$ cat src/fpc_pkg.sv
// Shared types, codes and constants for the frame pacing clock.
`timescale 1ns / 1ps
`default_nettype none

package fpc_pkg;

    localparam int unsigned TIME_BITS_DEF = 64;
    localparam int unsigned CFG_DATA_BITS = 64;
    localparam int unsigned CFG_IDX_BITS  = 3;
    localparam int unsigned WARMUP_WAIT   = 5000;
    localparam int unsigned ERROR_LIMIT   = 10;
    localparam logic [7:0]  ERROR_MAX     = 8'hff;

    localparam logic [31:0] NORMAL_INTERVAL_RST   = 32'd33333;
    localparam logic [31:0] SOFT_MIN_INTERVAL_RST = 32'd50000;
    localparam logic [31:0] HANG_THRESHOLD_RST    = 32'd1000000;
    localparam logic [31:0] STALL_DIAG_PERIOD_RST = 32'd5000000;
    localparam logic [31:0] YIELD_PERIOD_RST      = 32'd0;

    typedef enum logic [CFG_IDX_BITS-1:0] {
        REG_NORMAL_INTERVAL   = 3'd0,
        REG_SOFT_MIN_INTERVAL = 3'd1,
        REG_HANG_THRESHOLD    = 3'd2,
        REG_STALL_DIAG_PERIOD = 3'd3,
        REG_YIELD_PERIOD      = 3'd4,
        REG_WARMUP_END        = 3'd5,
        REG_SOFT_START_END    = 3'd6
    } reg_idx_t;

    typedef enum logic [1:0] {
        ACT_WARMUP = 2'd0,
        ACT_WAIT   = 2'd1,
        ACT_DECODE = 2'd2
    } action_t;

    typedef enum logic [1:0] {
        RC_OK  = 2'd0,
        RC_EOS = 2'd1
    } result_code_t;

    localparam logic MODE_POLL = 1'b0;

    typedef struct packed {
        logic [31:0] normal_interval;
        logic [31:0] soft_min_interval;
        logic [31:0] hang_threshold;
        logic [31:0] stall_diag_period;
        logic [31:0] yield_period;
    } cfg32_t;

    typedef struct packed {
        logic soft_start_done;
        logic stall_seen;
        logic yield_request;
        logic diag_request;
        logic delay_tick;
        logic stream_done;
        logic error_state;
    } flags_t;

endpackage

`default_nettype wire

$ cat src/fpc_cfg.sv
// Configuration register file of the frame pacing clock.
`timescale 1ns / 1ps
`default_nettype none

module fpc_cfg #(
    parameter int unsigned TIME_BITS = fpc_pkg::TIME_BITS_DEF
) (
    input  wire  logic                               clk,
    input  wire  logic                               rst_n,
    input  wire  logic                               cfg_we,
    input  wire  logic [fpc_pkg::CFG_IDX_BITS-1:0]   cfg_index,
    input  wire  logic [fpc_pkg::CFG_DATA_BITS-1:0]  cfg_wdata,
    output fpc_pkg::cfg32_t                          cfg32,
    output logic [TIME_BITS-1:0]                     warmup_end,
    output logic [TIME_BITS-1:0]                     soft_start_end
);
    import fpc_pkg::*;

    cfg32_t               cfg32_reg;
    logic [TIME_BITS-1:0] warmup_end_reg;
    logic [TIME_BITS-1:0] soft_start_end_reg;

    always_ff @(posedge clk or negedge rst_n)
    begin
        if (!rst_n)
        begin
            cfg32_reg.normal_interval   <= NORMAL_INTERVAL_RST;
            cfg32_reg.soft_min_interval <= SOFT_MIN_INTERVAL_RST;
            cfg32_reg.hang_threshold    <= HANG_THRESHOLD_RST;
            cfg32_reg.stall_diag_period <= STALL_DIAG_PERIOD_RST;
            cfg32_reg.yield_period      <= YIELD_PERIOD_RST;
            warmup_end_reg              <= '0;
            soft_start_end_reg          <= '0;
        end
        else if (cfg_we)
        begin
            unique case (reg_idx_t'(cfg_index))
                REG_NORMAL_INTERVAL:   cfg32_reg.normal_interval   <= cfg_wdata[31:0];
                REG_SOFT_MIN_INTERVAL: cfg32_reg.soft_min_interval <= cfg_wdata[31:0];
                REG_HANG_THRESHOLD:    cfg32_reg.hang_threshold    <= cfg_wdata[31:0];
                REG_STALL_DIAG_PERIOD: cfg32_reg.stall_diag_period <= cfg_wdata[31:0];
                REG_YIELD_PERIOD:      cfg32_reg.yield_period      <= cfg_wdata[31:0];
                REG_WARMUP_END:        warmup_end_reg     <= cfg_wdata[TIME_BITS-1:0];
                REG_SOFT_START_END:    soft_start_end_reg <= cfg_wdata[TIME_BITS-1:0];
                default:               ;
            endcase
        end
    end

    assign cfg32          = cfg32_reg;
    assign warmup_end     = warmup_end_reg;
    assign soft_start_end = soft_start_end_reg;

endmodule

`default_nettype wire

$ cat src/fpc_core.sv
// Result and next-state logic for one item of the frame pacing clock.
`timescale 1ns / 1ps
`default_nettype none

module fpc_core #(
    parameter int unsigned TIME_BITS = fpc_pkg::TIME_BITS_DEF
) (
    input  wire  fpc_pkg::cfg32_t    cfg32,
    input  wire  logic [TIME_BITS-1:0] warmup_end,
    input  wire  logic [TIME_BITS-1:0] soft_start_end,
    input  wire  logic               mode,
    input  wire  logic [TIME_BITS-1:0] now,
    input  wire  logic [1:0]         code,
    input  wire  logic [31:0]        frame_interval,
    input  wire  logic [TIME_BITS-1:0] next_deadline,
    input  wire  logic [TIME_BITS-1:0] last_success,
    input  wire  logic [TIME_BITS-1:0] last_diag,
    input  wire  logic [31:0]        yield_phase,
    input  wire  logic [7:0]         error_count,
    output logic [31:0]              frame_interval_next,
    output logic [TIME_BITS-1:0]     next_deadline_next,
    output logic [TIME_BITS-1:0]     last_success_next,
    output logic [TIME_BITS-1:0]     last_diag_next,
    output logic [31:0]              yield_phase_next,
    output logic [7:0]               error_count_next,
    output logic [1:0]               action,
    output logic [TIME_BITS-1:0]     wait_time,
    output fpc_pkg::flags_t          flags
);
    import fpc_pkg::*;

    logic [31:0]          fi_upd;
    logic                 soft_done;
    logic [TIME_BITS-1:0] since_success;
    logic [TIME_BITS-1:0] since_diag;
    logic                 stall;
    logic                 diag;
    logic [TIME_BITS-1:0] now_plus_fi;
    logic [32:0]          phase_inc;
    logic [7:0]           err_inc;

    always_comb
    begin
        // Soft start raises the interval to its floor; afterwards the normal
        // interval comes back once, and that poll is flagged.
        fi_upd    = frame_interval;
        soft_done = 1'b0;
        if (soft_start_end > now)
        begin
            if (frame_interval < cfg32.soft_min_interval)
                fi_upd = cfg32.soft_min_interval;
        end
        else if (frame_interval != cfg32.normal_interval)
        begin
            fi_upd    = cfg32.normal_interval;
            soft_done = 1'b1;
        end
    end

    assign since_success = now - last_success;
    assign since_diag    = now - last_diag;
    assign stall         = since_success > TIME_BITS'(cfg32.hang_threshold);
    assign diag          = since_diag > TIME_BITS'(cfg32.stall_diag_period);
    assign phase_inc     = {1'b0, yield_phase} + 33'd1;
    assign err_inc       = (error_count < ERROR_MAX) ? error_count + 8'd1 : error_count;

    always_comb
    begin
        frame_interval_next = frame_interval;
        next_deadline_next  = next_deadline;
        last_success_next   = last_success;
        last_diag_next      = last_diag;
        yield_phase_next    = yield_phase;
        error_count_next    = error_count;
        action              = ACT_WARMUP;
        wait_time           = '0;
        flags               = '0;
        now_plus_fi         = now + TIME_BITS'(frame_interval);

        if (mode == MODE_POLL)
        begin
            if (warmup_end > now)
            begin
                action    = ACT_WARMUP;
                wait_time = TIME_BITS'(WARMUP_WAIT);
            end
            else
            begin
                frame_interval_next   = fi_upd;
                flags.soft_start_done = soft_done;
                now_plus_fi           = now + TIME_BITS'(fi_upd);
                if (stall)
                begin
                    flags.stall_seen    = 1'b1;
                    flags.yield_request = 1'b1;
                    flags.diag_request  = diag;
                    if (diag)
                        last_diag_next = now;
                    next_deadline_next = now_plus_fi;
                    action             = ACT_WAIT;
                    wait_time          = TIME_BITS'(fi_upd);
                end
                else if (now >= next_deadline)
                begin
                    action = ACT_DECODE;
                end
                else
                begin
                    action    = ACT_WAIT;
                    wait_time = next_deadline - now;
                end
            end
        end
        else
        begin
            case (code)
                RC_OK:
                begin
                    last_success_next  = now;
                    error_count_next   = '0;
                    next_deadline_next = now_plus_fi;
                    if (cfg32.yield_period == 32'd0)
                        yield_phase_next = '0;
                    else if (phase_inc >= {1'b0, cfg32.yield_period})
                    begin
                        yield_phase_next = '0;
                        flags.delay_tick = 1'b1;
                    end
                    else
                        yield_phase_next = phase_inc[31:0];
                end
                RC_EOS:
                begin
                    next_deadline_next = now;
                    last_success_next  = now;
                    flags.stream_done  = 1'b1;
                end
                default:
                begin
                    error_count_next  = err_inc;
                    flags.error_state = err_inc > 8'(ERROR_LIMIT);
                end
            endcase
        end
    end

endmodule

`default_nettype wire

$ cat src/video_frame_pacing_clock_unit.sv
// Top level of the frame pacing clock: input register, state, result register.
// An accepted item waits in the input register; the result register loads from it once
// that register is free or being emptied, so a stall on out_ready holds the item there.
// Throughput: one item per cycle while out_ready does not stall the result register; the
// state update is one pass of compares and adds between the input and result registers.
// Reset: asynchronous, active low; clears the pacing state and both valid flags
// and loads the configuration registers with their defaults.
`timescale 1ns / 1ps
`default_nettype none

module video_frame_pacing_clock_unit #(
    parameter int unsigned TIME_BITS = fpc_pkg::TIME_BITS_DEF
) (
    input  wire  logic                               clk,
    input  wire  logic                               rst_n,
    input  wire  logic                               cfg_we,
    input  wire  logic [fpc_pkg::CFG_IDX_BITS-1:0]   cfg_index,
    input  wire  logic [fpc_pkg::CFG_DATA_BITS-1:0]  cfg_wdata,
    input  wire  logic                               in_valid,
    output logic                                     in_ready,
    input  wire  logic                               mode,
    input  wire  logic [TIME_BITS-1:0]               now_time,
    input  wire  logic [1:0]                         result_code,
    output logic                                     out_valid,
    input  wire  logic                               out_ready,
    output logic [1:0]                               action,
    output logic [TIME_BITS-1:0]                     wait_time,
    output logic                                     soft_start_done,
    output logic                                     stall_seen,
    output logic                                     yield_request,
    output logic                                     diag_request,
    output logic                                     delay_tick,
    output logic                                     stream_done,
    output logic                                     error_state
);
    import fpc_pkg::*;

    cfg32_t               cfg32;
    logic [TIME_BITS-1:0] warmup_end;
    logic [TIME_BITS-1:0] soft_start_end;

    logic                 in_valid_reg;
    logic                 mode_reg;
    logic [TIME_BITS-1:0] now_reg;
    logic [1:0]           code_reg;

    logic [31:0]          frame_interval_reg;
    logic [TIME_BITS-1:0] next_deadline_reg;
    logic [TIME_BITS-1:0] last_success_reg;
    logic [TIME_BITS-1:0] last_diag_reg;
    logic [31:0]          yield_phase_reg;
    logic [7:0]           error_count_reg;

    logic [31:0]          frame_interval_next;
    logic [TIME_BITS-1:0] next_deadline_next;
    logic [TIME_BITS-1:0] last_success_next;
    logic [TIME_BITS-1:0] last_diag_next;
    logic [31:0]          yield_phase_next;
    logic [7:0]           error_count_next;
    logic [1:0]           action_next;
    logic [TIME_BITS-1:0] wait_time_next;
    flags_t               flags_next;

    logic                 out_valid_reg;
    logic [1:0]           action_reg;
    logic [TIME_BITS-1:0] wait_time_reg;
    flags_t               flags_reg;

    logic                 advance;

    // An item moves on whenever the result register is free or being emptied.
    assign advance  = in_valid_reg && (!out_valid_reg || out_ready);
    assign in_ready = !in_valid_reg || advance;

    fpc_cfg #(
        .TIME_BITS(TIME_BITS)
    ) u_cfg (
        .clk           (clk),
        .rst_n         (rst_n),
        .cfg_we        (cfg_we),
        .cfg_index     (cfg_index),
        .cfg_wdata     (cfg_wdata),
        .cfg32         (cfg32),
        .warmup_end    (warmup_end),
        .soft_start_end(soft_start_end)
    );

    fpc_core #(
        .TIME_BITS(TIME_BITS)
    ) u_core (
        .cfg32              (cfg32),
        .warmup_end         (warmup_end),
        .soft_start_end     (soft_start_end),
        .mode               (mode_reg),
        .now                (now_reg),
        .code               (code_reg),
        .frame_interval     (frame_interval_reg),
        .next_deadline      (next_deadline_reg),
        .last_success       (last_success_reg),
        .last_diag          (last_diag_reg),
        .yield_phase        (yield_phase_reg),
        .error_count        (error_count_reg),
        .frame_interval_next(frame_interval_next),
        .next_deadline_next (next_deadline_next),
        .last_success_next  (last_success_next),
        .last_diag_next     (last_diag_next),
        .yield_phase_next   (yield_phase_next),
        .error_count_next   (error_count_next),
        .action             (action_next),
        .wait_time          (wait_time_next),
        .flags              (flags_next)
    );

    always_ff @(posedge clk or negedge rst_n)
    begin
        if (!rst_n)
        begin
            in_valid_reg       <= 1'b0;
            out_valid_reg      <= 1'b0;
            frame_interval_reg <= '0;
            next_deadline_reg  <= '0;
            last_success_reg   <= '0;
            last_diag_reg      <= '0;
            yield_phase_reg    <= '0;
            error_count_reg    <= '0;
        end
        else
        begin
            if (in_ready)
                in_valid_reg <= in_valid;
            if (advance)
            begin
                out_valid_reg      <= 1'b1;
                frame_interval_reg <= frame_interval_next;
                next_deadline_reg  <= next_deadline_next;
                last_success_reg   <= last_success_next;
                last_diag_reg      <= last_diag_next;
                yield_phase_reg    <= yield_phase_next;
                error_count_reg    <= error_count_next;
            end
            else if (out_ready)
                out_valid_reg <= 1'b0;
        end
    end

    always_ff @(posedge clk)
    begin
        if (in_ready && in_valid)
        begin
            mode_reg <= mode;
            now_reg  <= now_time;
            code_reg <= result_code;
        end
        if (advance)
        begin
            action_reg    <= action_next;
            wait_time_reg <= wait_time_next;
            flags_reg     <= flags_next;
        end
    end

    assign out_valid       = out_valid_reg;
    assign action          = action_reg;
    assign wait_time       = wait_time_reg;
    assign soft_start_done = flags_reg.soft_start_done;
    assign stall_seen      = flags_reg.stall_seen;
    assign yield_request   = flags_reg.yield_request;
    assign diag_request    = flags_reg.diag_request;
    assign delay_tick      = flags_reg.delay_tick;
    assign stream_done     = flags_reg.stream_done;
    assign error_state     = flags_reg.error_state;

endmodule

`default_nettype wire

$ cat config.mk
export PLATFORM = sky130hd
export DESIGN_NAME = video_frame_pacing_clock_unit
export DESIGN_NICKNAME = d
export VERILOG_FILES = /design/src/fpc_pkg.sv /design/src/fpc_cfg.sv /design/src/fpc_core.sv /design/src/video_frame_pacing_clock_unit.sv
export SDC_FILE = /design/constraint.sdc
export NUM_CORES = 2
export LEC_CHECK = 0
export ABC_AREA = 0
export ABC_CLOCK_PERIOD_IN_PS = 7500
export BUFFER_PORTS_ARGS = -buffer_cell sky130_fd_sc_hd__buf_4
export CORE_MARGIN = 3
export CORE_UTILIZATION = 58
export CTS_CLUSTER_SIZE = 8
export DETAILED_ROUTE_END_ITERATION = 16
export HOLD_SLACK_MARGIN = 0.12
export MAX_ROUTING_LAYER = met4
export PLACE_DENSITY_LB_ADDON = 0.15
export SLEW_MARGIN = 20
export SYNTH_ARGS = -nofsm -noshare
export SYNTH_HDL_FRONTEND = slang
export SYNTH_HIERARCHICAL = 1
export SYNTH_SLANG_ARGS = --single-unit
$ cat constraint.sdc
create_clock -name clk -period 7.5 [get_ports clk]
set_clock_uncertainty 0.15 [all_clocks]
set_input_delay 1.875 -clock clk [delete_from_list [all_inputs] [get_ports clk]]
set_output_delay 1.875 -clock clk [all_outputs]
set_load 0.01 [all_outputs]
# [Word level (Yosys, flattened, before mapping)]
# Index checks and enable logic that the tools add are counted.
[op_classes] n_lt_le_gt_ge=9 muxes=22 reduce_logical=32 n_bitwise=5 n_eq_ne=10 addsub=7
[ops] operator="two-way mux 32 bit" count=7
[ops] operator="two-way mux 64 bit" count=3
[ops] operator="subtractor 64 bit" count=3
[ops] operator="adder 64 x 32 -> 64 bit" count=2
[ops] operator="greater-than comparator 64 x 32 -> 1 bit" count=2
[ops] operator="greater-than comparator 64 bit" count=2
[ops] operator="one-hot mux 64 bit (2 select lines)" count=1
[ops] operator=">= comparator 64 bit" count=1
[ops] operator="adder 32 x 1 -> 33 bit, second input constant" count=1
[ops] operator=">= comparator 33 x 32 -> 1 bit" count=1
[ops] operator="zero test 32 bit" count=1
[ops] operator="< comparator 32 bit" count=1
[ops] operator="!= test 32 bit" count=1
[ops] operator="one-hot mux 8 bit (2 select lines)" count=1
[ops] operator="OR reduction 3 bit" count=5
[ops] operator="AND reduction 2 bit" count=7
[ops] operator="two-way mux 13 bit" count=1
[ops] operator="AND reduction 3 bit" count=4
[ops] operator="equality test 3 bit, second input constant" count=3
[ops] operator="adder 8 x 1 -> 8 bit, second input constant" count=1
[ops] operator="greater-than comparator 8 x 4 -> 1 bit, second input constant" count=1
[ops] operator="< comparator 8 bit, second input constant" count=1
[ops] operator="two-way mux 8 bit" count=1
[ops] operator="equality test 3 x 2 -> 1 bit, second input constant" count=2
[ops] operator="other kinds (18)" count=32
[totals] ff_bits=694 input_bits=139

# [Longest topological paths before layout]
[logic_depth] word_depth=7 mapped_depth=32 depth_no_buf=30

# [By module]
# Netlist, hierarchy kept.
[by_module_without_submodules] mod="fpc_core" area_per_inst_um2=29718.5 cells_each=4445 instances=1 seq_area_each_um2=0.0
[by_module_without_submodules] mod="video_frame_pacing_clock_unit" area_per_inst_um2=15223.4 cells_each=706 instances=1 seq_area_each_um2=10860.4
[by_module_without_submodules] mod="fpc_cfg" area_per_inst_um2=11797.6 cells_each=615 instances=1 seq_area_each_um2=7240.7

# [Worst setup path after synthesis]
# No wires, ideal clock.
[synth_timing] path_type="reg2reg" start="register now_reg[1]" end="register next_deadline_reg[62]" period_less_slack_ps=7075 n_path_buf=2 setup_slack_ps=425 arrival_ps=6800 required_time_ps=7225 stages_incl_launch_ff=31 cell_sequence="edfxtp_1 inv_1 ha_1 nor2b_1 o21a_1 o21a_1 o21ai_0 nand2b_1 a21oi_1 nor2b_1 o211ai_1 a41oi_1 o32ai_1 clkbuf_1 mux2_2 ha_1 a21o_1 a21o_1 a21o_1 a31o_2 a22o_1 a311o_1 a21oi_1 o21ai_0 o211ai_1 clkbuf_1 nor2_1 xnor2_1 o22ai_1 a31o_2 mux2_4"
[synth_between] elab_chain_cells=6 word_cells_on_any_way=14
[synth_lines] element="start, declared" line_no="video_frame_pacing_clock_unit.sv:44" text="logic [TIME_BITS-1:0] now_reg;"
[synth_lines] element="start signal, assigned" line_no="video_frame_pacing_clock_unit.sv:151" text="now_reg <= now_time;"
[synth_lines] element="greater-than comparator 64 bit" line_no="fpc_core.sv:48" text="if (soft_start_end > now)"
[synth_lines] element="two-way mux 32 bit" line_no="fpc_core.sv:48"
[synth_lines] element="adder 64 x 32 -> 64 bit" line_no="fpc_core.sv:91" text="now_plus_fi = now + TIME_BITS'(fi_upd);"
[synth_lines] element="two-way mux 64 bit" line_no="fpc_core.sv:92" text="if (stall)"
[synth_lines] element="two-way mux 64 bit" line_no="fpc_core.sv:82" text="if (warmup_end > now)"
[synth_lines] element="two-way mux 64 bit *" line_no="fpc_core.sv:80" text="if (mode == MODE_POLL)"
[synth_lines] element="net next_deadline_next[62]" line_no="video_frame_pacing_clock_unit.sv:55" text="logic [TIME_BITS-1:0] next_deadline_next;"
[synth_lines] element="end signal, assigned" line_no="video_frame_pacing_clock_unit.sv:135" text="next_deadline_reg <= next_deadline_next;"
[synth_lines] element="end, declared" line_no="video_frame_pacing_clock_unit.sv:48" text="logic [TIME_BITS-1:0] next_deadline_reg;"
# The timed path passes the listed nets; every way through them passes the cells marked *. The select of a mux whose other input is x is not followed.
# A chain may end at the register's enable or synchronous reset.

# [Worst setup path after layout]
[layout_timing] start="register now_reg[17]" end="register next_deadline_reg[39]"
# Same word-level chain as after synthesis.

==> flow_metrics.py <==
metrics = {
    "run_status": {
        "status": "completed",
    },
    "placed_design": {
        "io_buffers": 213,
        "dp_hpwl_um": 146000,
        "place_area_mm2": 0.0601,
        "gp_congestion": 0.974,
        "detailedPlace.worstSlack_ns": -0.233,
    },
    "die": {
        "start_util_pct": 58.6,
        "core_area_mm2": 0.0969,
        "die_w_um": 319,
        "die_h_um": 319,
        "rows": 114,
        "ios": 214,
        "dieArea_mm2": 0.102,
    },
    "final_layout": {
        "post-route-cell-area_mm2": 0.0633,
        "drive_above_1_share_pct": 21.5,
        "multi_input_area_mm2": 0.0357,
        "largest_register_ffs": 160,
        "register_area_mm2": 0.0181,
        "areaGrowthSynthToFinish_pct": 11.6,
        "final_nets": 6706,
        "nFillCells": 7938,
    },
    "detailed_routing": {
        "drc": 0,
        "via_per_inst": 6.38,
        "ant_nets": 0,
        "dr.pass1.iters": 6,
        "wire_per_inst_um": 25.5,
        "drt_wl_total_um": 189000,
        "drt_iter0_markers": 5001,
        "via_count": 47200,
    },
    "power_and_ir_drop": {
        "p_leak_nw": 29.6,
        "ir_worst_vdd_mv": 0.234,
        "powerDensity_mw_per_mm2": 381,
    },
    "grt": {
        "gr-total-overflow": 0,
        "antenna_found_initial": 5,
        "grt_pass1_wl_um": 282000,
        "track_usage_pct": 37.2,
        "grt_start_max_net_pins": 152,
        "grt_pass1_vias": 45300,
    },
    "timing": {
        "period_needed_ns": 7.25,
        "setup_slack_ns": 0.245,
        "setup_violations": 0,
        "fin_crit_sh_pct": 96.7,
        "max_freq_ghz": 0.138,
        "maxSlewHeadroom_pct": 26.0,
        "hold_viol_final": 0,
        "final_max_slew_viol_count": 0,
        "worstMarginPinSlew_ns": 1.11,
    },
    "critical_path": {
        "crit_fanout": 17,
        "reg2regPathDepth": 31,
        "worstSetupEndpointType": "register",
        "critPathRequiredTime_ns": 7.92,
        "critical_path_arrival_ns": 7.68,
        "start_kind": "register",
        "worstSetupPathType": "register to register",
        "cp_common_cell": "a21oi_1",
        "crit_slowest_cell": "edfxtp_1",
        "crit_path_max_incr_delay_ns": 0.48,
    },
    "synth": {
        "ys_warn_count": 6,
        "syn_inst": 5766,
        "yosys.area.top_type": "dfrtp_1",
        "synth_flop_cell": "dfrtp_1",
        "synth_top_area_share_pct": 23.2,
        "syn_area_per_cell_um2": 9.84,
        "synth.area.top_cells": "dfrtp_1 (23%), mux2_4 (12%), ha_1 (11%)",
        "yosysSeqAreaShare_pct": 31.9,
        "synth-edff-count": 140,
        "synth_area_mm2": 0.0567,
        "synthesis.nets": 6423,
        "ys_ff_latch": 694,
        "async_flop_share_pct": 79.8,
        "synth_cell_types": 109,
    },
    "clock_network": {
        "cts_hold_buf": 0,
        "cts_made_buffers": 99,
        "clk_pin_slew_ns": 0.06,
        "htreeDepth": 3,
        "cts-root-buf": "clkbuf_16",
        "cts_sinks": 694,
        "clk-insertion-delay-late_ns": 0.71,
        "clock_path_buffers": 3,
        "cts_tree": "yes",
    },
    "hold_path": {
        "hp-class": "register to register",
        "holdPathStages": 1,
    },
    "job": {
        "cap_violations": 0,
    },
}
placed cells by master (no fill, tap or decap), types with 19 or more instances in the layout:
cell,count
o221a_2,20
a21oi_1,383
ha_1,513
nand4_1,135
buf_4,422
o21a_1,56
a32o_1,28
clkbuf_1,65
a21o_1,190
o211ai_1,46
o22ai_1,20
mux2_4,469
nand3_1,142
mux2_2,175
o21bai_1,34
mux2i_1,80
nor2b_1,52
o21ai_1,19
nor4_1,30
nand2_1,419
xor2_1,101
or3_1,60
nor2_1,288
nand2b_1,50
and2_1,26
and3_1,45
a31oi_1,38
dfrtp_1,527
a211oi_1,41
nor3_1,91
clkbuf_16,100
inv_1,393
edfxtp_1,140
o21ai_0,324
xnor2_1,210
dfstp_2,27
critical path, delay by kind of cell, from the launching register on:
kind                     cells  cell delay [ns]
AO/OA/AOI/OAI               15             3.62
XOR/XNOR                     1             0.16
adder cells (fa/ha/maj)      2             0.65
buffers and inverters        4             0.70
flip-flops                   1             0.48
multiplexers                 2             0.69
AND/OR/NAND/NOR              7             0.64
where the power goes:
part / internal, mW / switching, mW
combinational: 6.16 / 7.71
sequential: 4.91 / 0.910
clock: 2.57 / 1.84
worst paths after layout:
| kind | startpoint | endpoint | slack [ns] |
|---|---|---|---|
| max | now_reg[17] | next_deadline_reg[39] | 0.25 |
| max reg2reg | now_reg[17] | next_deadline_reg[39] | 0.25 |
| max in group asynchronous | rst_n | last_diag_reg[28] | 4.66 |
| min in group asynchronous | rst_n | frame_interval_reg[13] | 1.07 |
| min | u_cfg/cfg32[48] | u_cfg/cfg32[48] | 0.35 |
| min reg2reg | u_cfg/cfg32[48] | u_cfg/cfg32[48] | 0.35 |
cells in the mapped netlist (52+ instances only):
library cell and number:
ha_1 513, mux2_4 469, nor2b_1 52, xor2_1 101, mux2_2 175, nand3_1 142, inv_1 393, dfrtp_1 527
nor2_1 290, edfxtp_1 140, or3_1 60, clkbuf_1 142, o21ai_0 324, mux2i_1 80, o21a_1 56, nand4_1 135
nor3_1 92, a21oi_1 384, xnor2_1 210, a21o_1 190, nand2_1 420
what timing repair did:
action | CTS | global route
endpoints found under the setup margin | 57 | 136
pin swaps | 1 | 6
hold endpoints to repair | 0 | 0
buffers inserted | 2 | 7
gates resized for setup | 1 | 11
gates cloned | 1 | 1
cell type report:
cell class                 count  share of cell area [%]
antenna                        2                 0.00790
clock buffer                 170                    4.43
multi-input combinational   4422                    56.4
tap                         1276                    2.52
sequential                   694                    28.6
clock inverter                 9                   0.350
timing repair buffer         435                    5.41
inverter                     397                    2.35
through the flow:
step | TNS [ns] | hold WS, ns | utilization, % | power, mW | std cells
2_1_floorplan | 0 | 0.299 | - | 15.6 | 5766
3_3_place_gp | -6.09 | 0.312 | 62.1 | 19.0 | 7213
3_5_place_dp | -8.84 | 0.338 | 62.1 | 19.3 | 7213
4_1_cts | 0 | 0.356 | 65.2 | 23.8 | 7395
5_1_grt | -0.00138 | 0.371 | 65.4 | 25.7 | 7405
6_report | 0 | 0.353 | 65.4 | 24.1 | 7405
per-layer routing:
metal / global-route usage (%) / wire length [um]
met5: - / 0
met2: 53.4 / 79700
met1: 52.9 / 85800
met3: 6.63 / 15900
met4: 12.9 / 7280
kinds of logic after synthesis:
| group | count (synthesis) | synth area share, % |
|---|---|---|
| AOI/OAI and AO/OA | 1423 | 16.3 |
| xor gates and xnor gates | 311 | 4.80 |
| adders and majority gates | 518 | 11.5 |
| buffers and inverters | 651 | 5.50 |
| DFF | 694 | 31.9 |
| muxes | 726 | 17.3 |
| and+or+nand+nor | 1443 | 12.7 |
No activity file was read; power rests on OpenSTA's default activity.
